<file path="config.mk">
export PLATFORM = sky130hd
export DESIGN_NAME = touchpad_v4_packet_decoder_top_flat
export DESIGN_NICKNAME = d
export VERILOG_FILES = /design/src/rtl/tpd_pkg.sv /design/src/rtl/tpd_in_if.sv /design/src/rtl/tpd_out_if.sv /design/src/rtl/tpd_issue.sv /design/src/rtl/tpd_store.sv /design/src/rtl/tpd_out_fifo.sv /design/src/rtl/touchpad_v4_packet_decoder_top.sv /design/src/flat_wrapper.sv
export SDC_FILE = /design/constraint.sdc
export NUM_CORES = 1
export LEC_CHECK = 0
export ABC_AREA = 1
export BUFFER_PORTS_ARGS = -buffer_cell sky130_fd_sc_hd__buf_2
export CORE_MARGIN = 4
export CORE_UTILIZATION = 43
export DETAILED_ROUTE_END_ITERATION = 8
export PLACE_DENSITY_LB_ADDON = 0.25
export REMOVE_ABC_BUFFERS = 1
export SLEW_MARGIN = 20
export SYNTH_ARGS = -nofsm -noshare
export SYNTH_HDL_FRONTEND = slang
export SYNTH_SLANG_ARGS = --single-unit
</file>
<file path="constraint.sdc">
create_clock -name clk -period 15.6 [get_ports clk]
set_input_delay 1.56 -clock clk [delete_from_list [all_inputs] [get_ports clk]]
set_output_delay 1.56 -clock clk [all_outputs]
set_load 0.1 [all_outputs]
</file>
<file path="src/rtl/tpd_pkg.sv">
// ----------------------------------------------------------------------------
// tpd_pkg: shared types and constants for the touchpad packet decoder
// Field widths, packet kind codes, config register indexes and the word
// records passed between the issue, store and output stages.
// ----------------------------------------------------------------------------
package tpd_pkg;

  localparam int FINGER_COUNT_DEF = 5;

  localparam int BYTE_W  = 8;
  localparam int IDX_W   = 3;
  localparam int POS_W   = 16;
  localparam int KIND_W  = 3;
  localparam int PRES_W  = 8;
  localparam int TW_W    = 4;
  localparam int MASK_W  = 5;

  // configuration port
  localparam int CFG_IDX_W = 3;
  localparam int CFG_W     = 12;
  localparam int YMAX_W    = 12;
  localparam int WEIGHT_W  = 4;

  localparam logic [CFG_IDX_W-1:0] CFG_CRC_MODE      = 3'd0;
  localparam logic [CFG_IDX_W-1:0] CFG_IC_BODY_VER   = 3'd1;
  localparam logic [CFG_IDX_W-1:0] CFG_SAMPLE_BYTE1  = 3'd2;
  localparam logic [CFG_IDX_W-1:0] CFG_TRACKPOINT    = 3'd3;
  localparam logic [CFG_IDX_W-1:0] CFG_Y_MAXIMUM     = 3'd4;
  localparam logic [CFG_IDX_W-1:0] CFG_MOTION_WEIGHT = 3'd5;

  localparam logic [WEIGHT_W-1:0] MOTION_WEIGHT_RST = 4'd5;

  // packet constants
  localparam logic [BYTE_W-1:0] SANE_MASK     = 8'h1c;
  localparam logic [BYTE_W-1:0] SANE_VALUE    = 8'h10;
  localparam logic [BYTE_W-1:0] SAMPLE_RELAX  = 8'h2A;
  localparam logic [3:0]        IC_VER_RELAX  = 4'd7;
  localparam logic [3:0]        TRACKPT_MARK  = 4'h6;

  typedef enum logic [KIND_W-1:0] {
    KIND_STATUS     = 3'd0,
    KIND_HEAD       = 3'd1,
    KIND_MOTION     = 3'd2,
    KIND_UNKNOWN    = 3'd3,
    KIND_TRACKPOINT = 3'd4
  } kind_t;

  typedef enum logic [1:0] {
    PTYPE_STATUS = 2'd0,
    PTYPE_HEAD   = 2'd1,
    PTYPE_MOTION = 2'd2,
    PTYPE_BAD    = 2'd3
  } ptype_t;

  typedef struct packed {
    logic                crc_mode;
    logic [3:0]          ic_body_version;
    logic [BYTE_W-1:0]   sample_byte_one;
    logic                trackpoint_present;
    logic [YMAX_W-1:0]   y_maximum;
    logic [WEIGHT_W-1:0] motion_weight;
  } cfg_t;

  // one store operation: absolute write (head) or delta update (motion)
  typedef struct packed {
    kind_t             kind;
    logic [IDX_W-1:0]  index;
    logic              store;
    logic              absolute;
    logic [POS_W-1:0]  dx;
    logic [POS_W-1:0]  dy;
    logic [PRES_W-1:0] pressure;
    logic [TW_W-1:0]   trace_width;
    logic [MASK_W-1:0] finger_mask;
    logic              last;
  } op_t;

  typedef struct packed {
    kind_t             kind;
    logic [IDX_W-1:0]  index;
    logic              updated;
    logic [POS_W-1:0]  pos_x;
    logic [POS_W-1:0]  pos_y;
    logic [PRES_W-1:0] pressure;
    logic [TW_W-1:0]   trace_width;
    logic [MASK_W-1:0] finger_mask;
    logic              last;
  } res_t;

endpackage

</file>
<file path="src/rtl/tpd_in_if.sv">
// ----------------------------------------------------------------------------
// tpd_in_if: packet input channel
// Valid/ready channel carrying one six-byte packet per word.
// ----------------------------------------------------------------------------
interface tpd_in_if import tpd_pkg::*; ();
  logic              valid;
  logic              ready;
  logic [BYTE_W-1:0] pkt_byte0;
  logic [BYTE_W-1:0] pkt_byte1;
  logic [BYTE_W-1:0] pkt_byte2;
  logic [BYTE_W-1:0] pkt_byte3;
  logic [BYTE_W-1:0] pkt_byte4;
  logic [BYTE_W-1:0] pkt_byte5;

  modport source (output valid, pkt_byte0, pkt_byte1, pkt_byte2, pkt_byte3,
                  pkt_byte4, pkt_byte5, input ready);
  modport sink   (input valid, pkt_byte0, pkt_byte1, pkt_byte2, pkt_byte3,
                  pkt_byte4, pkt_byte5, output ready);
endinterface

</file>
<file path="src/rtl/tpd_out_if.sv">
// ----------------------------------------------------------------------------
// tpd_out_if: result output channel
// Valid/ready channel carrying one decoded result per word.
// ----------------------------------------------------------------------------
interface tpd_out_if import tpd_pkg::*; ();
  logic                     valid;
  logic                     ready;
  logic [KIND_W-1:0]        packet_kind;
  logic [IDX_W-1:0]         finger_index;
  logic                     position_updated;
  logic signed [POS_W-1:0]  pos_x;
  logic signed [POS_W-1:0]  pos_y;
  logic [PRES_W-1:0]        pressure;
  logic [TW_W-1:0]          trace_width;
  logic [MASK_W-1:0]        finger_mask;
  logic                     last_of_packet;

  modport source (output valid, packet_kind, finger_index, position_updated, pos_x,
                  pos_y, pressure, trace_width, finger_mask, last_of_packet,
                  input ready);
  modport sink   (input valid, packet_kind, finger_index, position_updated, pos_x,
                  pos_y, pressure, trace_width, finger_mask, last_of_packet,
                  output ready);
endinterface

</file>
<file path="src/rtl/tpd_issue.sv">
// ----------------------------------------------------------------------------
// tpd_issue: packet holding register, classifier and operation issue
// Holds one packet, classifies it and issues one or two store operations, one
// per cycle while credit holds, with weighted motion deltas multiplied out.
// ----------------------------------------------------------------------------
module tpd_issue import tpd_pkg::*; #(
  parameter int FINGER_COUNT = FINGER_COUNT_DEF
) (
  input  logic   clk,
  input  logic   rst,
  tpd_in_if.sink pkt_in,
  input  cfg_t   cfg,
  input  logic   credit,
  output logic   op_valid,
  output op_t    op
);

  localparam logic [IDX_W-1:0] FC_CODE = IDX_W'(FINGER_COUNT);

  logic              pk_valid;
  logic              phase;
  logic [BYTE_W-1:0] b0, b1, b2, b3, b4, b5;

  logic                    accept;
  logic                    fire;
  logic                    trackpt;
  logic                    sane;
  ptype_t                  ptype;
  logic [IDX_W-1:0]        field;
  logic [IDX_W-1:0]        id;
  logic [BYTE_W-1:0]       dxb, dyb;
  logic [WEIGHT_W-1:0]     weight;
  logic signed [12:0]      dxw, dyw;

  // handshake: a new packet may enter as the last word of the held one issues
  assign fire         = pk_valid && credit;
  assign op_valid     = fire;
  assign accept       = pkt_in.valid && pkt_in.ready;
  assign pkt_in.ready = !pk_valid || (fire && op.last);

  // holding register control
  always_ff @(posedge clk) begin
    if (rst) begin
      pk_valid <= 1'b0;
      phase    <= 1'b0;
    end else begin
      if (accept) begin
        pk_valid <= 1'b1;
        phase    <= 1'b0;
      end else if (fire) begin
        if (op.last) begin
          pk_valid <= 1'b0;
          phase    <= 1'b0;
        end else begin
          phase <= 1'b1;
        end
      end
    end
  end

  // packet bytes
  always_ff @(posedge clk) begin
    if (accept) begin
      b0 <= pkt_in.pkt_byte0;
      b1 <= pkt_in.pkt_byte1;
      b2 <= pkt_in.pkt_byte2;
      b3 <= pkt_in.pkt_byte3;
      b4 <= pkt_in.pkt_byte4;
      b5 <= pkt_in.pkt_byte5;
    end
  end

  // classification
  always_comb begin
    trackpt = cfg.trackpoint_present && (b3[3:0] == TRACKPT_MARK);
    if (cfg.crc_mode) begin
      sane = !b3[3];
    end else if (cfg.ic_body_version == IC_VER_RELAX && cfg.sample_byte_one == SAMPLE_RELAX) begin
      sane = (b3 & SANE_MASK) == SANE_VALUE;
    end else begin
      sane = !b0[3] && ((b3 & SANE_MASK) == SANE_VALUE);
    end
    ptype = ptype_t'(b3[1:0]);
  end

  // finger field and delta bytes for the current phase
  always_comb begin
    field  = (ptype == PTYPE_MOTION && !phase) ? b0[7:5] : b3[7:5];
    id     = field - 3'd1;
    dxb    = phase ? b4 : b1;
    dyb    = phase ? b5 : b2;
    weight = b0[4] ? cfg.motion_weight : WEIGHT_W'(1);
    dxw    = $signed(dxb) * $signed({1'b0, weight});
    dyw    = $signed(dyb) * $signed({1'b0, weight});
  end

  // operation record
  always_comb begin
    op      = '0;
    op.last = 1'b1;
    if (trackpt) begin
      op.kind = KIND_TRACKPOINT;
    end else if (!sane) begin
      op.kind = KIND_UNKNOWN;
    end else begin
      case (ptype)
        PTYPE_STATUS: begin
          op.kind        = KIND_STATUS;
          op.finger_mask = b1[4:0];
        end
        PTYPE_HEAD: begin
          op.kind        = KIND_HEAD;
          op.pressure    = {b1[7:4], b4[7:4]};
          op.trace_width = b0[7:4];
          op.absolute    = 1'b1;
          op.dx          = {4'h0, b1[3:0], b2};
          op.dy          = POS_W'({4'h0, cfg.y_maximum}) - POS_W'({4'h0, b4[3:0], b5});
          if (field != '0) begin
            op.index = id;
            op.store = id < FC_CODE;
          end
        end
        PTYPE_MOTION: begin
          op.kind = KIND_MOTION;
          op.dx   = POS_W'(dxw);
          op.dy   = POS_W'(dyw);
          if (field != '0) begin
            op.index = id;
            op.store = id < FC_CODE;
          end
          if (!phase) begin
            op.last = (field == '0) || (b3[7:5] == '0);
          end
        end
        default: begin
          op.kind = KIND_UNKNOWN;
        end
      endcase
    end
  end

`ifndef SYNTH
  // the second word of a packet belongs only to a two-finger motion packet
  a_phase_motion: assert property (@(posedge clk) disable iff (rst)
    phase |-> (pk_valid && op.kind == KIND_MOTION))
    else $error("second word issued for a non-motion packet");
`endif

endmodule

</file>
<file path="src/rtl/tpd_store.sv">
// ----------------------------------------------------------------------------
// tpd_store: finger position memory with read-modify-write
// Reads the finger entry as an operation is issued, applies the absolute
// or delta update in the following cycle and writes it back. The last write is
// forwarded to a read of the same entry taken at the same edge.
// ----------------------------------------------------------------------------
module tpd_store import tpd_pkg::*; #(
  parameter int FINGER_COUNT = FINGER_COUNT_DEF
) (
  input  logic clk,
  input  logic rst,
  input  logic op_valid,
  input  op_t  op,
  output logic res_valid,
  output res_t res
);

  localparam int AW = (FINGER_COUNT > 1) ? $clog2(FINGER_COUNT) : 1;
  localparam logic [IDX_W-1:0] FC_CODE = IDX_W'(FINGER_COUNT);

  logic [2*POS_W-1:0] mem [FINGER_COUNT];
  logic [FINGER_COUNT-1:0] vld;

  logic               s1_valid;
  op_t                s1_op;
  logic [2*POS_W-1:0] rd_data;
  logic               rd_vld;

  logic               wr_en;
  logic [AW-1:0]      wr_addr;
  logic [2*POS_W-1:0] wr_data;
  logic               fw_valid;
  logic [AW-1:0]      fw_addr;
  logic [2*POS_W-1:0] fw_data;

  logic [POS_W-1:0]   old_x, old_y, new_x, new_y;

  // read at issue, operation moves to the update stage
  always_ff @(posedge clk) begin
    if (op_valid) begin
      rd_data <= mem[op.index[AW-1:0]];
      rd_vld  <= vld[op.index[AW-1:0]];
      s1_op   <= op;
    end
  end

  always_ff @(posedge clk) begin
    if (rst) begin
      s1_valid <= 1'b0;
    end else begin
      s1_valid <= op_valid;
    end
  end

  // update stage: forward the previous write, then apply the operation
  always_comb begin
    if (fw_valid && fw_addr == s1_op.index[AW-1:0]) begin
      {old_x, old_y} = fw_data;
    end else if (rd_vld) begin
      {old_x, old_y} = rd_data;
    end else begin
      {old_x, old_y} = '0;
    end
    if (s1_op.absolute) begin
      new_x = s1_op.dx;
      new_y = s1_op.dy;
    end else begin
      new_x = old_x + s1_op.dx;
      new_y = old_y - s1_op.dy;
    end
    wr_en   = s1_valid && s1_op.store;
    wr_addr = s1_op.index[AW-1:0];
    wr_data = {new_x, new_y};
  end

  // write-back and valid bits
  always_ff @(posedge clk) begin
    if (wr_en) begin
      mem[wr_addr] <= wr_data;
    end
  end

  always_ff @(posedge clk) begin
    if (rst) begin
      vld      <= '0;
      fw_valid <= 1'b0;
    end else begin
      fw_valid <= wr_en;
      if (wr_en) begin
        vld[wr_addr] <= 1'b1;
      end
    end
  end

  always_ff @(posedge clk) begin
    if (wr_en) begin
      fw_addr <= wr_addr;
      fw_data <= wr_data;
    end
  end

  // result word
  always_comb begin
    res_valid       = s1_valid;
    res.kind        = s1_op.kind;
    res.index       = s1_op.index;
    res.updated     = s1_op.store;
    res.pos_x       = s1_op.store ? new_x : '0;
    res.pos_y       = s1_op.store ? new_y : '0;
    res.pressure    = s1_op.pressure;
    res.trace_width = s1_op.trace_width;
    res.finger_mask = s1_op.finger_mask;
    res.last        = s1_op.last;
  end

`ifndef SYNTH
  // only fingers inside the store are ever written
  a_wr_range: assert property (@(posedge clk) disable iff (rst)
    wr_en |-> (s1_op.index < FC_CODE))
    else $error("write beyond finger store");
`endif

endmodule

</file>
<file path="src/rtl/tpd_out_fifo.sv">
// ----------------------------------------------------------------------------
// tpd_out_fifo: two-entry result queue
// Decouples the update stage from the receiver and grants issue credit
// so the update stage never has to stall.
// ----------------------------------------------------------------------------
module tpd_out_fifo import tpd_pkg::*; (
  input  logic clk,
  input  logic rst,
  input  logic push,
  input  res_t push_res,
  input  logic pop,
  output logic head_valid,
  output res_t head_res,
  output logic credit
);

  localparam int DEPTH = 2;

  res_t       fifo_mem [DEPTH];
  logic       wr_ptr, rd_ptr;
  logic [1:0] count, count_next;

  assign count_next = count + {1'b0, push} - {1'b0, pop};
  assign credit     = count_next < 2'(DEPTH);
  assign head_valid = count != '0;
  assign head_res   = fifo_mem[rd_ptr];

  // pointers and fill count
  always_ff @(posedge clk) begin
    if (rst) begin
      wr_ptr <= 1'b0;
      rd_ptr <= 1'b0;
      count  <= '0;
    end else begin
      count <= count_next;
      if (push) begin
        wr_ptr <= !wr_ptr;
      end
      if (pop) begin
        rd_ptr <= !rd_ptr;
      end
    end
  end

  // storage
  always_ff @(posedge clk) begin
    if (push) begin
      fifo_mem[wr_ptr] <= push_res;
    end
  end

`ifndef SYNTH
  // the credit scheme must keep the queue from overflowing
  a_no_overflow: assert property (@(posedge clk) disable iff (rst)
    (push && !pop) |-> (count < 2'(DEPTH)))
    else $error("result queue overflow");

  // a word is only taken when one is held
  a_no_underflow: assert property (@(posedge clk) disable iff (rst)
    pop |-> (count != '0))
    else $error("result queue underflow");
`endif

endmodule

</file>
<file path="src/rtl/touchpad_v4_packet_decoder_top.sv">
// ----------------------------------------------------------------------------
// touchpad_v4_packet_decoder_top: six-byte touchpad packet decoder
// Usage:
//   pkt_in carries one six-byte packet per word; res_out returns one word per
//   result, two for a motion packet naming two fingers, the final one marked
//   by last_of_packet. Config registers are written through cfg_we,
//   cfg_index and cfg_wdata while no packet is in flight.
// Path: holding register, then update-stage register, then the result queue.
// Flow: a new packet is taken as the last word of the held one issues. The
//   finger memory read-modify-write handles one finger update per cycle while
//   the queue grants credit; a back-to-back update of one finger is forwarded.
// Reset (rst, synchronous): finger positions read as zero, config registers
//   return to their reset values, both channels go empty.
// Stalls: a two-word queue holds finished results while res_out is held off;
//   once it fills, issue stops and pkt_in.ready drops until words drain.
// ----------------------------------------------------------------------------
module touchpad_v4_packet_decoder_top import tpd_pkg::*; #(
  parameter int FINGER_COUNT = FINGER_COUNT_DEF
) (
  input  logic                 clk,
  input  logic                 rst,
  tpd_in_if.sink               pkt_in,
  tpd_out_if.source            res_out,
  input  logic                 cfg_we,
  input  logic [CFG_IDX_W-1:0] cfg_index,
  input  logic [CFG_W-1:0]     cfg_wdata
);

  cfg_t cfg;
  logic credit;
  logic op_valid;
  op_t  op;
  logic res_valid;
  res_t res;
  res_t head_res;
  logic pop;

  // configuration registers
  always_ff @(posedge clk) begin
    if (rst) begin
      cfg <= '{crc_mode: 1'b0, ic_body_version: '0, sample_byte_one: '0,
               trackpoint_present: 1'b0, y_maximum: '0,
               motion_weight: MOTION_WEIGHT_RST};
    end else if (cfg_we) begin
      case (cfg_index)
        CFG_CRC_MODE:      cfg.crc_mode           <= cfg_wdata[0];
        CFG_IC_BODY_VER:   cfg.ic_body_version    <= cfg_wdata[3:0];
        CFG_SAMPLE_BYTE1:  cfg.sample_byte_one    <= cfg_wdata[BYTE_W-1:0];
        CFG_TRACKPOINT:    cfg.trackpoint_present <= cfg_wdata[0];
        CFG_Y_MAXIMUM:     cfg.y_maximum          <= cfg_wdata[YMAX_W-1:0];
        CFG_MOTION_WEIGHT: cfg.motion_weight      <= cfg_wdata[WEIGHT_W-1:0];
        default: begin
        end
      endcase
    end
  end

  // classify and issue
  tpd_issue #(
    .FINGER_COUNT (FINGER_COUNT)
  ) u_issue (
    .clk      (clk),
    .rst      (rst),
    .pkt_in   (pkt_in),
    .cfg      (cfg),
    .credit   (credit),
    .op_valid (op_valid),
    .op       (op)
  );

  // finger memory update
  tpd_store #(
    .FINGER_COUNT (FINGER_COUNT)
  ) u_store (
    .clk       (clk),
    .rst       (rst),
    .op_valid  (op_valid),
    .op        (op),
    .res_valid (res_valid),
    .res       (res)
  );

  // result queue
  assign pop = res_out.valid && res_out.ready;

  tpd_out_fifo u_fifo (
    .clk        (clk),
    .rst        (rst),
    .push       (res_valid),
    .push_res   (res),
    .pop        (pop),
    .head_valid (res_out.valid),
    .head_res   (head_res),
    .credit     (credit)
  );

  assign res_out.packet_kind      = head_res.kind;
  assign res_out.finger_index     = head_res.index;
  assign res_out.position_updated = head_res.updated;
  assign res_out.pos_x            = head_res.pos_x;
  assign res_out.pos_y            = head_res.pos_y;
  assign res_out.pressure         = head_res.pressure;
  assign res_out.trace_width      = head_res.trace_width;
  assign res_out.finger_mask      = head_res.finger_mask;
  assign res_out.last_of_packet   = head_res.last;

endmodule
</file>
<file path="src/flat_wrapper.sv">
// flat-port wrapper written by rule: the top's interface ports become plain ports
module touchpad_v4_packet_decoder_top_flat import tpd_pkg::*;
#(
  parameter int FINGER_COUNT = FINGER_COUNT_DEF
)
  (clk, rst, cfg_we, cfg_index, cfg_wdata, pkt_in_valid, pkt_in_pkt_byte0, pkt_in_pkt_byte1, pkt_in_pkt_byte2, pkt_in_pkt_byte3, pkt_in_pkt_byte4, pkt_in_pkt_byte5, pkt_in_ready, res_out_valid, res_out_packet_kind, res_out_finger_index, res_out_position_updated, res_out_pos_x, res_out_pos_y, res_out_pressure, res_out_trace_width, res_out_finger_mask, res_out_last_of_packet, res_out_ready);
  tpd_in_if pkt_in_i ();
  tpd_out_if res_out_i ();
  input  logic clk;
  input  logic rst;
  input  logic cfg_we;
  input  logic [CFG_IDX_W-1:0] cfg_index;
  input  logic [CFG_W-1:0] cfg_wdata;
  input wire logic [$bits(pkt_in_i.valid)-1:0] pkt_in_valid;
  input wire logic [$bits(pkt_in_i.pkt_byte0)-1:0] pkt_in_pkt_byte0;
  input wire logic [$bits(pkt_in_i.pkt_byte1)-1:0] pkt_in_pkt_byte1;
  input wire logic [$bits(pkt_in_i.pkt_byte2)-1:0] pkt_in_pkt_byte2;
  input wire logic [$bits(pkt_in_i.pkt_byte3)-1:0] pkt_in_pkt_byte3;
  input wire logic [$bits(pkt_in_i.pkt_byte4)-1:0] pkt_in_pkt_byte4;
  input wire logic [$bits(pkt_in_i.pkt_byte5)-1:0] pkt_in_pkt_byte5;
  output wire logic [$bits(pkt_in_i.ready)-1:0] pkt_in_ready;
  output wire logic [$bits(res_out_i.valid)-1:0] res_out_valid;
  output wire logic [$bits(res_out_i.packet_kind)-1:0] res_out_packet_kind;
  output wire logic [$bits(res_out_i.finger_index)-1:0] res_out_finger_index;
  output wire logic [$bits(res_out_i.position_updated)-1:0] res_out_position_updated;
  output wire logic [$bits(res_out_i.pos_x)-1:0] res_out_pos_x;
  output wire logic [$bits(res_out_i.pos_y)-1:0] res_out_pos_y;
  output wire logic [$bits(res_out_i.pressure)-1:0] res_out_pressure;
  output wire logic [$bits(res_out_i.trace_width)-1:0] res_out_trace_width;
  output wire logic [$bits(res_out_i.finger_mask)-1:0] res_out_finger_mask;
  output wire logic [$bits(res_out_i.last_of_packet)-1:0] res_out_last_of_packet;
  input wire logic [$bits(res_out_i.ready)-1:0] res_out_ready;
  assign pkt_in_i.valid = pkt_in_valid;
  assign pkt_in_i.pkt_byte0 = pkt_in_pkt_byte0;
  assign pkt_in_i.pkt_byte1 = pkt_in_pkt_byte1;
  assign pkt_in_i.pkt_byte2 = pkt_in_pkt_byte2;
  assign pkt_in_i.pkt_byte3 = pkt_in_pkt_byte3;
  assign pkt_in_i.pkt_byte4 = pkt_in_pkt_byte4;
  assign pkt_in_i.pkt_byte5 = pkt_in_pkt_byte5;
  assign pkt_in_ready = pkt_in_i.ready;
  assign res_out_valid = res_out_i.valid;
  assign res_out_packet_kind = res_out_i.packet_kind;
  assign res_out_finger_index = res_out_i.finger_index;
  assign res_out_position_updated = res_out_i.position_updated;
  assign res_out_pos_x = res_out_i.pos_x;
  assign res_out_pos_y = res_out_i.pos_y;
  assign res_out_pressure = res_out_i.pressure;
  assign res_out_trace_width = res_out_i.trace_width;
  assign res_out_finger_mask = res_out_i.finger_mask;
  assign res_out_last_of_packet = res_out_i.last_of_packet;
  assign res_out_i.ready = res_out_ready;
  touchpad_v4_packet_decoder_top #(.FINGER_COUNT(FINGER_COUNT)) u_core (.clk(clk), .rst(rst), .pkt_in(pkt_in_i), .res_out(res_out_i), .cfg_we(cfg_we), .cfg_index(cfg_index), .cfg_wdata(cfg_wdata));
endmodule
</file>
==> summary.md, run 1 <==
| Metric | Value |
|---|---|
| Critical path class | `primary input to output pin` |
| ANT cells | `0` |
| Top-level port count | `127` |
| Synth top area share | `54.79%` |
| Final hold violations | `0` |
| Drt total wl | `57100 um` |
| RR Endpoint | `u_core.u_fifo.fifo_mem[0][38]` |
| CP Cell Sequence | `buf_2 > nand2_1 > inv_1 > ha_1 > inv_1 > ha_1 > xor2_1 > nor2_4 > nand2_1 > nand2_1 > buf_2` |
| Met3 wire length | `2757 um` |
| Reg2reg setup slack | `10.94 ns` |
| Hold depth | `0` |
| Pin count of the biggest net entering global routing | `73` |
| CP Data Arrival Time | `3.75 ns` |
| Most frequent CP cell | `nand2_1` |
| Final #Nets | `2745` |
| Max_cap viols | `0` |
| Vias in the first global route | `16510` |
| Top layer reached by signal wires | `met4` |
| Core area | `55200 um2` |
| GRT Total Usage | `18.98%` |
| Worst-margin pin slew | `1.086 ns` |
| Layout Cells excl Fill | `3330` |
| P_leak | `11.78 nW` |
| Mapped Cells | `2418` |
| Synth cell count leaders | `nor2_1, edfxtp_1, nand2_1` |
| CTS clk-pin slew, worst paths | `0.05 ns` |
| H-tree Lvls | `2` |
| Die Y | `244.5 um` |
| DP Wirelength | `38320 um` |
| Run status | `finished, final reports clean` |
| CTS Buf Count | `50` |
| Share of cells above drive strength 1 | `12.63%` |
| Worst skew pair latency | `0.58 ns` |
| Yosys warning count | `0` |
| Final Critical Period | `5.307 ns` |
| Fmax | `188.4 MHz` |
| Setup Buffers After CTS | `0` |
| First-pass GRT wire length | `89440 um` |
| Post-synth EDFFs | `439` |
| Power Dens Cells | `153.1 nW/um2` |
| Met2 wire length | `28100 um` |
| CTS tree | `built` |
| Max transition margin | `27.57%` |
| Final period utilization | `34.02%` |
| Root buffer cell | `clkbuf_16` |
| Synth cell types | `46` |
| Final setup viols | `0` |
| Worst hold path class | `register to register` |
| WL/cell | `17.15 um` |
| Synth Register Bits | `483` |
| Routed vias | `16520` |
| Most used DFF post-synth | `edfxtp_1` |
| Initial DRC count | `1150` |
| Ys async rst share | `0%` |
| Sink Count | `483` |
| Initial antenna violation count | `1` |
| Startpoint Class | `primary input` |
| CP endpoint kind | `output pin` |
| Router iterations before antenna repair | `6` |
| Worst Setup SP | `res_out_ready` |
| Placed cell count | `3238` |
| Metal-1 WL | `24560 um` |
| Die ar. | `59800 um2` |
| Hold-fix buffers, CTS | `0` |
| Final Skew | `0.01128 ns` |
| RSZ-0062 raised after global routing | `false` |
| CP peak stage delay | `0.44 ns` |
| Grt ovf | `0` |
| Placer congestion estimate | `0.9117` |
| Largest area contributor in the netlist | `edfxtp_1` |
| Core Rows | `86` |
| Count leader, synth | `nor2_1` |
| Synth area leaders | `edfxtp_1, nor2_1, nand2_1, inv_1, ha_1` |
| Final ANT Viol Nets | `0` |
| Mapped Area | `24060 um2` |
| # resized after CTS | `0` |
| Slew Limit Fails | `0` |
| Post-synthesis sequential area ratio | `58.45%` |
| RR Startpoint | `u_core.u_store.wr_addr[2]` |
| Hold EP | `u_core.u_fifo.fifo_mem[1][3]` |
| # DRC | `0` |
| Fin Setup TNS | `0 ns` |
| Port-buffer cells | `123` |
| Die width | `244.5 um` |
| Initial Util | `43.59%` |
| Syn_area_per_cell | `9.951 um2` |
| Average vias per placed instance | `4.962` |
| Max VDD drop | `0.1001 mV` |
| FF-to-FF path depth | `17` |
| Hold Crit Start | `u_core.u_store.res[3]` |
| Synth-to-Final Area Change | `12.70%` |
| CP max FO | `16` |
| CP max stage cell | `nor2_4` |
| CTS Buffer Depth | `3` |
| CP required | `14.04 ns` |
[layout make-up]
class | instances | area [um2]
Clock buffer | 67 | 1356
Clock inverter | 25 | 202.7
Fill cell | 4999 | 28080
Inverter | 340 | 1276
Multi-Input combinational cell | 1521 | 8492
Sequential cell | 483 | 14060
Tap cell | 748 | 935.9
Timing Repair Buffer | 146 | 788.3
[cells by family after synthesis]
| group | synth area share [%] |
|---|---|
| and+or+nand+nor | 17.16 |
| DFF | 58.45 |
| buffers and inverters | 6.568 |
| AOI/OAI and AO/OA | 6.173 |
| adders and majority gates | 8.175 |
| muxes | 2.709 |
| xor gates and xnor gates | 0.7644 |
[metrics by stage]
step / util [%] / setup slack (ns) / area, um2 / total power, mW / hold slack [ns]
finish: 49.12 / 10.29 / 27120 / 4.152 / 0.4463
global route: 49.12 / 10.12 / 27120 / 4.375 / 0.4583
CTS: 49.12 / 10.27 / 27120 / 4.190 / 0.4426
detailed placement: 46.30 / 10.30 / 25560 / 3.037 / 0.4291
global placement: 46.30 / 10.28 / 25560 / 3.015 / 0.4228
floorplan: - / 6.432 / 23760 / 2.700 / 0.4215
[per-layer routing]
layer / up-vias / GRT usage, %
met3: 100 / 2.917
li1: 8200 / -
met1: 7863 / 24.54
met2: 360 / 33.22
met4: 0 / 5.571
met5: - / 0
[flip-flops by register name, indices dropped and copies added, names as in the netlist, 8 cells and up, named ones only]
signal / flops
u_core.cfg: 30
u_core.u_issue.b5: 8
u_core.u_store.rd_data: 32
u_core.u_issue.b4: 8
u_core.u_issue.b2: 8
u_core.u_store.s1_op: 27
u_core.u_store.mem: 160
u_core.u_issue.b1: 8
u_core.u_store.res: 22
u_core.u_fifo.fifo_mem: 114
u_core.u_store.fw_data: 32
u_core.u_issue.b3: 8
[worst max-delay path by stage]
stage	end	cells after the start
after floorplan	u_core.u_issue.b0[3]	9
after global placement	pkt_in_ready	11
after detailed placement	pkt_in_ready	11
after CTS	pkt_in_ready	11
after global routing	pkt_in_ready	11
final	pkt_in_ready	11
[worst max-delay path: cells and delay by family]
| kind | cells | cell delay, ns |
|---|---|---|
| AND/OR/NAND/NOR | 4 | 0.85 |
| buffers and inverters | 4 | 0.66 |
| adder cells (fa/ha/maj) | 2 | 0.47 |
| XOR/XNOR | 1 | 0.19 |
[report_power, final]
| group | internal (mW) | switching [mW] | leakage, nW | total, mW |
|---|---|---|---|---|
| Combinational | 0.320 | 0.972 | 6.62 | 1.29 |
| Sequential | 1.66 | 0.0604 | 4.40 | 1.72 |
| Clock | 0.659 | 0.486 | 0.762 | 1.14 |
| Total | 2.63 | 1.52 | 11.8 | 4.15 |
[cells in the final DEF, fill, tap and decap left out, types with 3 or more instances in the layout]
| master | synthesis | layout |
|---|---|---|
| nor2_1 | 459 | 454 |
| edfxtp_1 | 439 | 439 |
| nand2_1 | 432 | 431 |
| inv_1 | 337 | 336 |
| a21oi_1 | 135 | 134 |
| buf_2 | 6 | 123 |
| o21ai_0 | 103 | 103 |
| ha_1 | 98 | 98 |
| nand3_1 | 69 | 68 |
| mux2_2 | 57 | 57 |
| clkbuf_16 | 0 | 51 |
| dfxtp_1 | 44 | 43 |
| fa_1 | 37 | 37 |
| or2_2 | 23 | 23 |
| buf_4 | 3 | 23 |
| xor2_1 | 14 | 14 |
| clkbuf_1 | 59 | 14 |
| nand4_1 | 11 | 11 |
| nor3_1 | 13 | 11 |
| clkinv_2 | 0 | 10 |
| nor2_2 | 9 | 9 |
| clkinv_1 | 1 | 8 |
| xnor2_1 | 7 | 7 |
| nand3b_1 | 6 | 6 |
| a21o_1 | 6 | 6 |
| o211ai_1 | 6 | 6 |
| nor2_4 | 0 | 5 |
| a211oi_1 | 5 | 5 |
| inv_2 | 2 | 4 |
| a31oi_1 | 4 | 4 |
| nand2_2 | 2 | 3 |
| o21bai_1 | 3 | 3 |
| a21boi_0 | 3 | 3 |
| and2_1 | 3 | 3 |
| bufinv_16 | 0 | 3 |
(Power assumes the default switching activity.)
==> run 2, diff against run 1 <==
--- a/config.mk
+++ b/config.mk
@@ -5,7 +5,7 @@
 export SDC_FILE = /design/constraint.sdc
 export NUM_CORES = 1
 export LEC_CHECK = 0
-export ABC_AREA = 1
+export ABC_AREA = 0
 export BUFFER_PORTS_ARGS = -buffer_cell sky130_fd_sc_hd__buf_2
 export CORE_MARGIN = 4
 export CORE_UTILIZATION = 43
==> constraint.sdc (replaced) <==
create_clock -name clk -period 4.25 [get_ports clk]
set_input_delay 0.425 -clock clk [delete_from_list [all_inputs] [get_ports clk]]
set_output_delay 0.425 -clock clk [all_outputs]
set_load 0.1 [all_outputs]
==> run 2 against run 1 <==
Effect of this change:
- critical path depth rose by 6
- clock power rose to 3.6 times the previous value
- die area down 3.3%
- first-iteration DRC count down 12%
- global-route usage fell by 0.11 points
- cell count down 17%
- synthesized cell count is 23% lower
- combinational power grew to 3.1 times the previous value
- sequential share of layout area rose by 0.62 points
- power grew to 3.4 times the previous value
- sequential power rose to 3.5 times the previous value
- wire length fell by 5.0%
==> summary.md, run 2 <==
| Metric | Value |
|---|---|
| Final #Nets | `2251 (was 2745)` |
| Core area | `53080 um2 (was 55200 um2)` |
| Synth Register Bits | `483 (unchanged)` |
| Max VDD drop | `0.4314 mV (was 0.1001 mV)` |
| Final hold violations | `0 (unchanged)` |
| Initial Util | `43.79% (was 43.59%)` |
| CP endpoint kind | `register (was output pin)` |
| Synth area leaders | `edfxtp_1, ha_1, dfxtp_1, fa_1, mux2_2 (was edfxtp_1, nor2_1, nand2_1, inv_1, ha_1)` |
| Final ANT Viol Nets | `0 (unchanged)` |
| Placed cell count | `2651 (was 3238)` |
| Met3 GRT Util | `2.615% (was 2.917%)` |
| Vias in the first global route | `15480 (was 16510)` |
| GRT Total Usage | `18.87% (was 18.98%)` |
| WL/cell | `19.54 um (was 17.15 um)` |
| Top reg by flops | `u_core.u_store.mem (unchanged)` |
| Post-synth EDFFs | `439 (unchanged)` |
| Port-buffer cells | `123 (unchanged)` |
| Root buffer cell | `clkbuf_16 (unchanged)` |
| Average vias per placed instance | `5.423 (was 4.962)` |
| DP Wirelength | `35290 um (was 38320 um)` |
| Largest area contributor in the netlist | `edfxtp_1 (unchanged)` |
| Max_cap viols | `0 (unchanged)` |
| CTS tree | `built (unchanged)` |
| Most used DFF post-synth | `edfxtp_1 (unchanged)` |
| FF-to-FF path depth | `17 (unchanged)` |
| Commonest non-fill, non-tap cell in the layout | `edfxtp_1 (was nor2_1)` |
| Fmax | `246.6 MHz` |
| Layout Cells excl Fill | `2775 (was 3330)` |
| H-tree Lvls | `2 (unchanged)` |
| Routed vias | `15050 (was 16520)` |
| Tot Pwr | `14.23 mW (was 4.152 mW)` |
| Final period utilization | `95.43%` |
| Worst Setup SP | `u_core.u_issue.phase (was res_out_ready)` |
| Slew Limit Fails | `0 (unchanged)` |
| Placer congestion estimate | `0.8768 (was 0.9117)` |
| CTS Buf Count | `50 (unchanged)` |
| Max FFs per register | `160 (unchanged)` |
| Drt total wl | `54220 um (was 57100 um)` |
| Synth-to-Final Area Change | `15.29% (was 12.70%)` |
| Ys async rst share | `0% (unchanged)` |
| RR Startpoint | `u_core.u_issue.phase (was u_core.u_store.wr_addr[2])` |
| P_leak | `10.10 nW (was 11.78 nW)` |
| Router iterations before antenna repair | `5 (was 6)` |
| Die width | `240.5 um (was 244.5 um)` |
| Grt ovf | `0 (unchanged)` |
| Initial DRC count | `1017 (was 1150)` |
| ANT cells | `0 (unchanged)` |
| Grt peak-use layer | `met2 (unchanged)` |
| Run status | `finished, final reports clean (unchanged)` |
| Mapped Cells | `1869 (was 2418)` |
| Reg2reg setup slack | `0.19 ns (was 10.94 ns)` |
| Largest regs | `u_core.u_store.mem: 160 flops, u_core.u_fifo.fifo_mem: 114 flops (unchanged)` |
| Final instance area | `26800 um2 (was 27120 um2)` |
| Worst-margin pin slew | `0.9528 ns (was 1.086 ns)` |
| Syn_area_per_cell | `12.44 um2 (was 9.951 um2)` |
| CP max FO | `23 (was 16)` |
| Grt met2 use | `31.42% (was 33.22%)` |
| Final Skew | `0.01341 ns (was 0.01128 ns)` |
| Worst hold path class | `primary input to register (was register to register)` |
| Post-synthesis sequential area ratio | `60.51% (was 58.45%)` |
| Count leader, synth | `edfxtp_1 (was nor2_1)` |
| Power Dens Cells | `530.9 nW/um2 (was 153.1 nW/um2)` |
| CP required | `4.57 ns (was 14.04 ns)` |
| Commonest non-fill, non-tap cells in the layout | `edfxtp_1, nand2_1, nor2_1, inv_1, buf_2 (was nor2_1, edfxtp_1, nand2_1, inv_1, a21oi_1)` |
| Mapped Area | `23240 um2 (was 24060 um2)` |
| Met1 track demand over resource | `25.83% (was 24.54%)` |
| Critical path class | `register to register (was primary input to output pin)` |
| Startpoint Class | `register (was primary input)` |
| Final setup viols | `0 (unchanged)` |
| First-pass GRT wire length | `85500 um (was 89440 um)` |
| Max transition margin | `36.48% (was 27.57%)` |
| Pin count of the biggest net entering global routing | `48 (was 73)` |
| Worst skew pair latency | `0.58 ns (about the same)` |
| CTS Buffer Depth | `3 (unchanged)` |
| Area after DPL | `24860 um2 (was 25560 um2)` |
| Initial antenna violation count | `0 (was 1)` |
| Share of cells above drive strength 1 | `16.91% (was 12.63%)` |
| Die Y | `240.5 um (was 244.5 um)` |
| Die ar. | `57830 um2 (was 59800 um2)` |
| Final Critical Period | `4.056 ns` |
| Critical Path Sink | `u_core.u_store.s1_op[45] (was pkt_in_ready)` |
| CTS clk-pin slew, worst paths | `0.06 ns (was 0.05 ns)` |
| CP Data Arrival Time | `4.37 ns (was 3.75 ns)` |
| Sink Count | `483 (unchanged)` |
| Synth top area share | `56.72% (was 54.79%)` |
| Top-level port count | `127 (unchanged)` |
| RSZ-0062 raised after global routing | `true (was false)` |
| Yosys warning count | `0 (unchanged)` |
| # DRC | `0 (unchanged)` |
| Synth cell types | `70 (was 46)` |
| RR Endpoint | `u_core.u_store.s1_op[45] (was u_core.u_fifo.fifo_mem[0][38])` |
| Synth cell count leaders | `edfxtp_1, nand2_1, nor2_1 (was nor2_1, edfxtp_1, nand2_1)` |
| Core Rows | `84 (was 86)` |
[run 2: cell count changes after synthesis, moves of 19 or more]
cell and change:
nor2_1 -295, nand2_1 -249, inv_1 -206, o22ai_1 +72
a21oi_1 -68, nand3_1 -49, mux2i_1 +39, a221o_1 +32
and2_1 +28, o21ai_1 +28, xnor2_1 +26, and3_1 +25
o21ai_0 -19
[run 2: worst max-delay path, stage by stage (launching register included)]
cell and delay [ns]:
dfxtp_1 0.35, buf_12 0.20, mux2i_2 0.24, buf_4 0.15, nor2_1 0.04, ha_1 0.27, ha_1 0.28, inv_1 0.05
fa_1 0.49, inv_1 0.07, ha_1 0.26, a21o_1 0.19, a21oi_2 0.20, o21a_1 0.17, nor3_1 0.07, a2111oi_1 0.48
xor2_1 0.18, o22ai_1 0.10
[run 2: metrics by stage]
step / worst slack [ns] / util, % / hold slack, ns / TNS [ns]
2_1_floorplan: -2.600 / - / 0.4215 / -205.60
3_5_place_dp: 0.09534 / 46.83 / 0.4290 / 0
5_1_grt: -0.02506 / 50.49 / 0.008737 / -0.07814
3_3_place_gp: 0.1587 / 46.82 / 0.4228 / 0
4_1_cts: 0.08096 / 50.36 / 0.0003479 / 0
6_report: 0.1942 / 50.49 / 0.03315 / 0
[run 2: how the worst min path moves through the flow]
stage                                                to  slack, ns              startpoint  depth (start not counted)
after CTS                          u_core.u_issue.b5[4]     0.0003     pkt_in_pkt_byte5[4]                          1
after floorplan            u_core.u_fifo.fifo_mem[0][0]       0.42   u_core.u_store.res[0]                          0
after global routing               u_core.u_issue.b3[5]      0.009     pkt_in_pkt_byte3[5]                          1
after global placement     u_core.u_fifo.fifo_mem[0][7]       0.42   u_core.u_store.res[7]                          0
after detailed placement  u_core.u_fifo.fifo_mem[1][10]       0.43  u_core.u_store.res[10]                          0
final                              u_core.u_issue.b2[7]       0.03     pkt_in_pkt_byte2[7]                          1
[run 2: where the power goes]
group	switching (mW)	total, mW	internal, mW
Combinational	2.81	3.97	1.16
Clock	1.75	4.16	2.40
Sequential	0.197	6.10	5.90
[run 2: area by class of cell]
cell class / instances / area (um2)
well taps: 688 / 860.8
flip-flops and latches: 483 / 14060
clock inverters: 22 / 155.1
fillers: 4594 / 26280
inverters: 131 / 491.7
repair buffers: 209 / 1381
clock buffers: 69 / 1394
multi-input cells: 1173 / 8448
[run 2: cell families after synthesis]
logic type | after synthesis | share of synthesized area [%]
simple gates | 492 | 9.599
flops | 483 | 60.51
compound gates | 386 | 10.69
buf+inv | 213 | 3.715
fa+ha+maj | 135 | 8.463
mux | 106 | 4.985
xor+xnor | 54 | 2.035
[run 2: what timing repair did]
item,in CTS,in global routing
setup buffers,0,1
gates resized for setup,0,19
hold endpoints to repair,32,0
hold buffers,32,0
endpoints found under the setup margin,0,31
[run 2: metal layers]
layer  vias to the layer above  share of wire (%)  routed length, um
li1                       7184                  -                  -
met1                      7350                 45              24370
met2                       420                 47              25490
met3                        96                5.3               2860
met4                         0                2.8               1502
met5                         -                  0                  0
==> run 3, diff against run 2 <==
--- a/config.mk
+++ b/config.mk
@@ -6,12 +6,13 @@
 export NUM_CORES = 1
 export LEC_CHECK = 0
 export ABC_AREA = 0
-export BUFFER_PORTS_ARGS = -buffer_cell sky130_fd_sc_hd__buf_2
+export BUFFER_PORTS_ARGS = -buffer_cell sky130_fd_sc_hd__clkbuf_2
 export CORE_MARGIN = 4
 export CORE_UTILIZATION = 43
 export DETAILED_ROUTE_END_ITERATION = 8
 export PLACE_DENSITY_LB_ADDON = 0.25
 export REMOVE_ABC_BUFFERS = 1
+export SETUP_SLACK_MARGIN = 0.2
 export SLEW_MARGIN = 20
 export SYNTH_ARGS = -nofsm -noshare
 export SYNTH_HDL_FRONTEND = slang
==> run 3 against run 2 <==
Effect of this change:
- via count up 1.6%
- largest cell class unchanged
- sequential share of layout area shrank 1.3 points
- highest routed layer unchanged
- worst hold slack gained 0.0038 ns
- combinational power is 5% higher
- critical path depth stayed put
- clock power rose by 14%
==> summary.md, run 3 (synthesized netlist as in run 2, its figures left out) <==
| Metric | Value |
|---|---|
| Initial antenna violation count | `0 (unchanged)` |
| Commonest non-fill, non-tap cells in the layout | `edfxtp_1, nand2_1, nor2_1, inv_1, clkbuf_2 (was edfxtp_1, nand2_1, nor2_1, inv_1, buf_2)` |
| Combinational share of power | `27.7% (was 27.9%)` |
| Largest regs | `u_core.u_store.mem: 160 flops, u_core.u_fifo.fifo_mem: 114 flops (unchanged)` |
| Startpoint Class | `register (unchanged)` |
| Max_cap viols | `0 (unchanged)` |
| P_leak | `10.34 nW (was 10.10 nW)` |
| FF-to-FF path depth | `17 (unchanged)` |
| Die ar. | `57830 um2 (unchanged)` |
| Slew Limit Fails | `0 (unchanged)` |
| Average vias per placed instance | `5.474 (was 5.423)` |
| Worst skew pair latency | `0.60 ns (was 0.58 ns)` |
| CTS Buf Count | `51 (was 50)` |
| Final Critical Period | `3.989 ns (was 4.056 ns)` |
| CP peak stage delay | `0.48 ns (was 0.49 ns)` |
| GRT Total Usage | `19.22% (was 18.87%)` |
| Switching portion of total power | `32.96% (was 33.48%)` |
| Drt total wl | `55890 um (was 54220 um)` |
| Port-buffer cells | `123 (unchanged)` |
| CP max FO | `6 (was 23)` |
| P_sw | `4.944 mW (was 4.763 mW)` |
| CP top delay family | `adder cells (unchanged)` |
| CTS Buffer Depth | `3 (unchanged)` |
| Hold depth | `1 (unchanged)` |
| Hold slack | `0.03695 ns (was 0.03315 ns)` |
| Reg2reg setup slack | `0.26 ns (was 0.19 ns)` |
| Power Dens Cells | `545.6 nW/um2 (was 530.9 nW/um2)` |
| Core Rows | `84 (unchanged)` |
| First-pass GRT wire length | `86820 um (was 85500 um)` |
| Share of cells above drive strength 1 | `18.57% (was 16.91%)` |
| RR Startpoint | `u_core.u_issue.phase (unchanged)` |
| CP max stage cell | `fa_1 (unchanged)` |
| Final Util | `51.80% (was 50.49%)` |
| Worst Setup SP | `u_core.u_issue.phase (unchanged)` |
| CP Cell Sequence | `buf_12 > buf_4 > mux2i_2 > buf_4 > nor2_1 > ha_1 > fa_1 > inv_1 > fa_1 > inv_1 > ha_4 > a211oi_2 > nor2b_2 > o41ai_4 > o21ai_1 > xor2_1 > nor2_1 (was buf_12 > mux2i_2 > buf_4 > nor2_1 > ha_1 > ha_1 > inv_1 > fa_1 > inv_1 > ha_1 > a21o_1 > a21oi_2 > o21a_1 > nor3_1 > a2111oi_1 > xor2_1 > o22ai_1)` |
| Root buffer cell | `clkbuf_16 (unchanged)` |
| CTS clk-pin slew, worst paths | `0.06 ns (about the same)` |
| Seq pwr share | `40.7% (was 42.9%)` |
| Router iterations before antenna repair | `7 (was 5)` |
| Synth-to-Final Area Change | `18.29% (was 15.29%)` |
| CP Depth | `17 (unchanged)` |
| CP endpoint kind | `register (unchanged)` |
| Final Skew | `0.01969 ns (was 0.01341 ns)` |
| Run status | `finished, final reports clean (unchanged)` |
| Hold Crit Start | `pkt_in_pkt_byte2[4] (was pkt_in_pkt_byte2[7])` |
| Final period utilization | `93.87% (was 95.43%)` |
| Int Pwr | `10.06 mW (was 9.464 mW)` |
| CTS tree | `built (unchanged)` |
| Die width | `240.5 um (unchanged)` |
| H-tree Lvls | `2 (unchanged)` |
| # DRC | `0 (unchanged)` |
| Routed vias | `15300 (was 15050)` |
| Clk pwr share | `31.6% (was 29.2%)` |
| Worst-margin pin slew | `0.9760 ns (was 0.9528 ns)` |
| Max transition margin | `34.94% (was 36.48%)` |
| Die Y | `240.5 um (unchanged)` |
| Sink Count | `483 (unchanged)` |
| Final setup viols | `0 (unchanged)` |
| Core area | `53080 um2 (unchanged)` |
| Pin count of the biggest net entering global routing | `65 (was 48)` |
| Initial DRC count | `990 (was 1017)` |
| Fin Setup TNS | `0 ns (unchanged)` |
| Commonest non-fill, non-tap cell in the layout | `edfxtp_1 (unchanged)` |
| WL/cell | `20.00 um (was 19.54 um)` |
| Max VDD drop | `0.3741 mV (was 0.4314 mV)` |
| Grt ovf | `0 (unchanged)` |
| ANT cells | `0 (unchanged)` |
| CP Data Arrival Time | `4.32 ns (was 4.37 ns)` |
| Fmax | `250.7 MHz (was 246.6 MHz)` |
| Final ANT Viol Nets | `0 (unchanged)` |
| Worst hold path class | `primary input to register (unchanged)` |
| Max FFs per register | `160 (unchanged)` |
| CP bufs+invs | `5 (was 4)` |
| Final #Nets | `2267 (was 2251)` |
| Top-level port count | `127 (unchanged)` |
| Initial Util | `43.79% (unchanged)` |
| Critical path class | `register to register (unchanged)` |
| Final hold violations | `0 (unchanged)` |
| DP Wirelength | `35710 um (was 35290 um)` |
| CP required | `4.58 ns (was 4.57 ns)` |
| Placer congestion estimate | `0.8623 (was 0.8768)` |
| Top reg by flops | `u_core.u_store.mem (unchanged)` |
| RSZ-0062 raised after global routing | `true (unchanged)` |
| Vias in the first global route | `15690 (was 15480)` |
-- run 3: cell count changes in the layout (fill, tap and decap cells not counted), sizes merged --
cell / previous run / this run
buf: 177 / 60
clkbuf: 69 / 191
clkinv: 17 / 16
inv: 133 / 132
bufinv: 2 / 10
dlygate4sd3: 32 / 40
-- run 3: power groups by stage --
stage | Clock (mW) | Sequential, mW | Combinational, mW
floorplan | 0 | 6.19 | 2.93
global placement | 0 | 6.18 | 3.89
detailed placement | 0 | 6.19 | 3.96
CTS | 4.85 | 6.09 | 4.01
global route | 5.07 | 6.13 | 4.49
finish | 4.75 | 6.10 | 4.15
-- run 3: area by class of cell --
type / instances / area, um2
clock buffer: 67 / 1388
clock inverter: 28 / 416.7
fill: 4490 / 25580
inverter: 131 / 491.7
multi-input combinational: 1173 / 8701
sequential: 483 / 14070
tap: 688 / 860.8
timing repair buffer: 224 / 1565
-- run 3: path summary, 6_finish.rpt --
kind	end
worst max-delay path	u_core.u_store.s1_op[48]
worst min-delay path	u_core.u_issue.b2[4]
worst max register to register	u_core.u_store.s1_op[48]
worst min register to register	u_core.u_fifo.fifo_mem[0][15]
-- run 3: what timing repair did --
action / 4_1_cts / 5_1_grt
pin swaps: 0 / 10
endpoints found under the hold margin: 40 / 0
setup endpoints to repair: 4 / 57
hold buffers: 40 / 0
cloned: 0 / 2
gates resized for setup: 10 / 47
buffers inserted: 0 / 6
-- run 3: per-layer routing --
metal | global-route usage (%) | wire (um)
met1 | 25.96 | 24770
met2 | 32.51 | 26910
met3 | 3.131 | 3074
met4 | 5.177 | 1143
met5 | 0 | 0
-- run 3: worst register-to-register path, delay by kind of cell, from the launching register on --
kind / cells / cell delay [ns]
xor gates and xnor gates: 1 / 0.16
DFF: 1 / 0.41
and+or+nand+nor: 3 / 0.19
muxes: 1 / 0.22
buffers and inverters: 5 / 0.54
AOI/OAI and AO/OA: 3 / 0.72
adders and majority gates: 4 / 1.49
-- run 3: per-stage QoR --
stage	std cells	setup WS [ns]	area (um2)	power [mW]
final	2794	0.2607	27490	15.00
after global routing	2794	0.1193	27490	15.68
after global placement	2651	0.1317	24860	10.06
after floorplan	1787	-2.600	22870	9.125
after CTS	2786	0.1929	27120	14.95
after detailed placement	2651	0.06832	24870	10.15
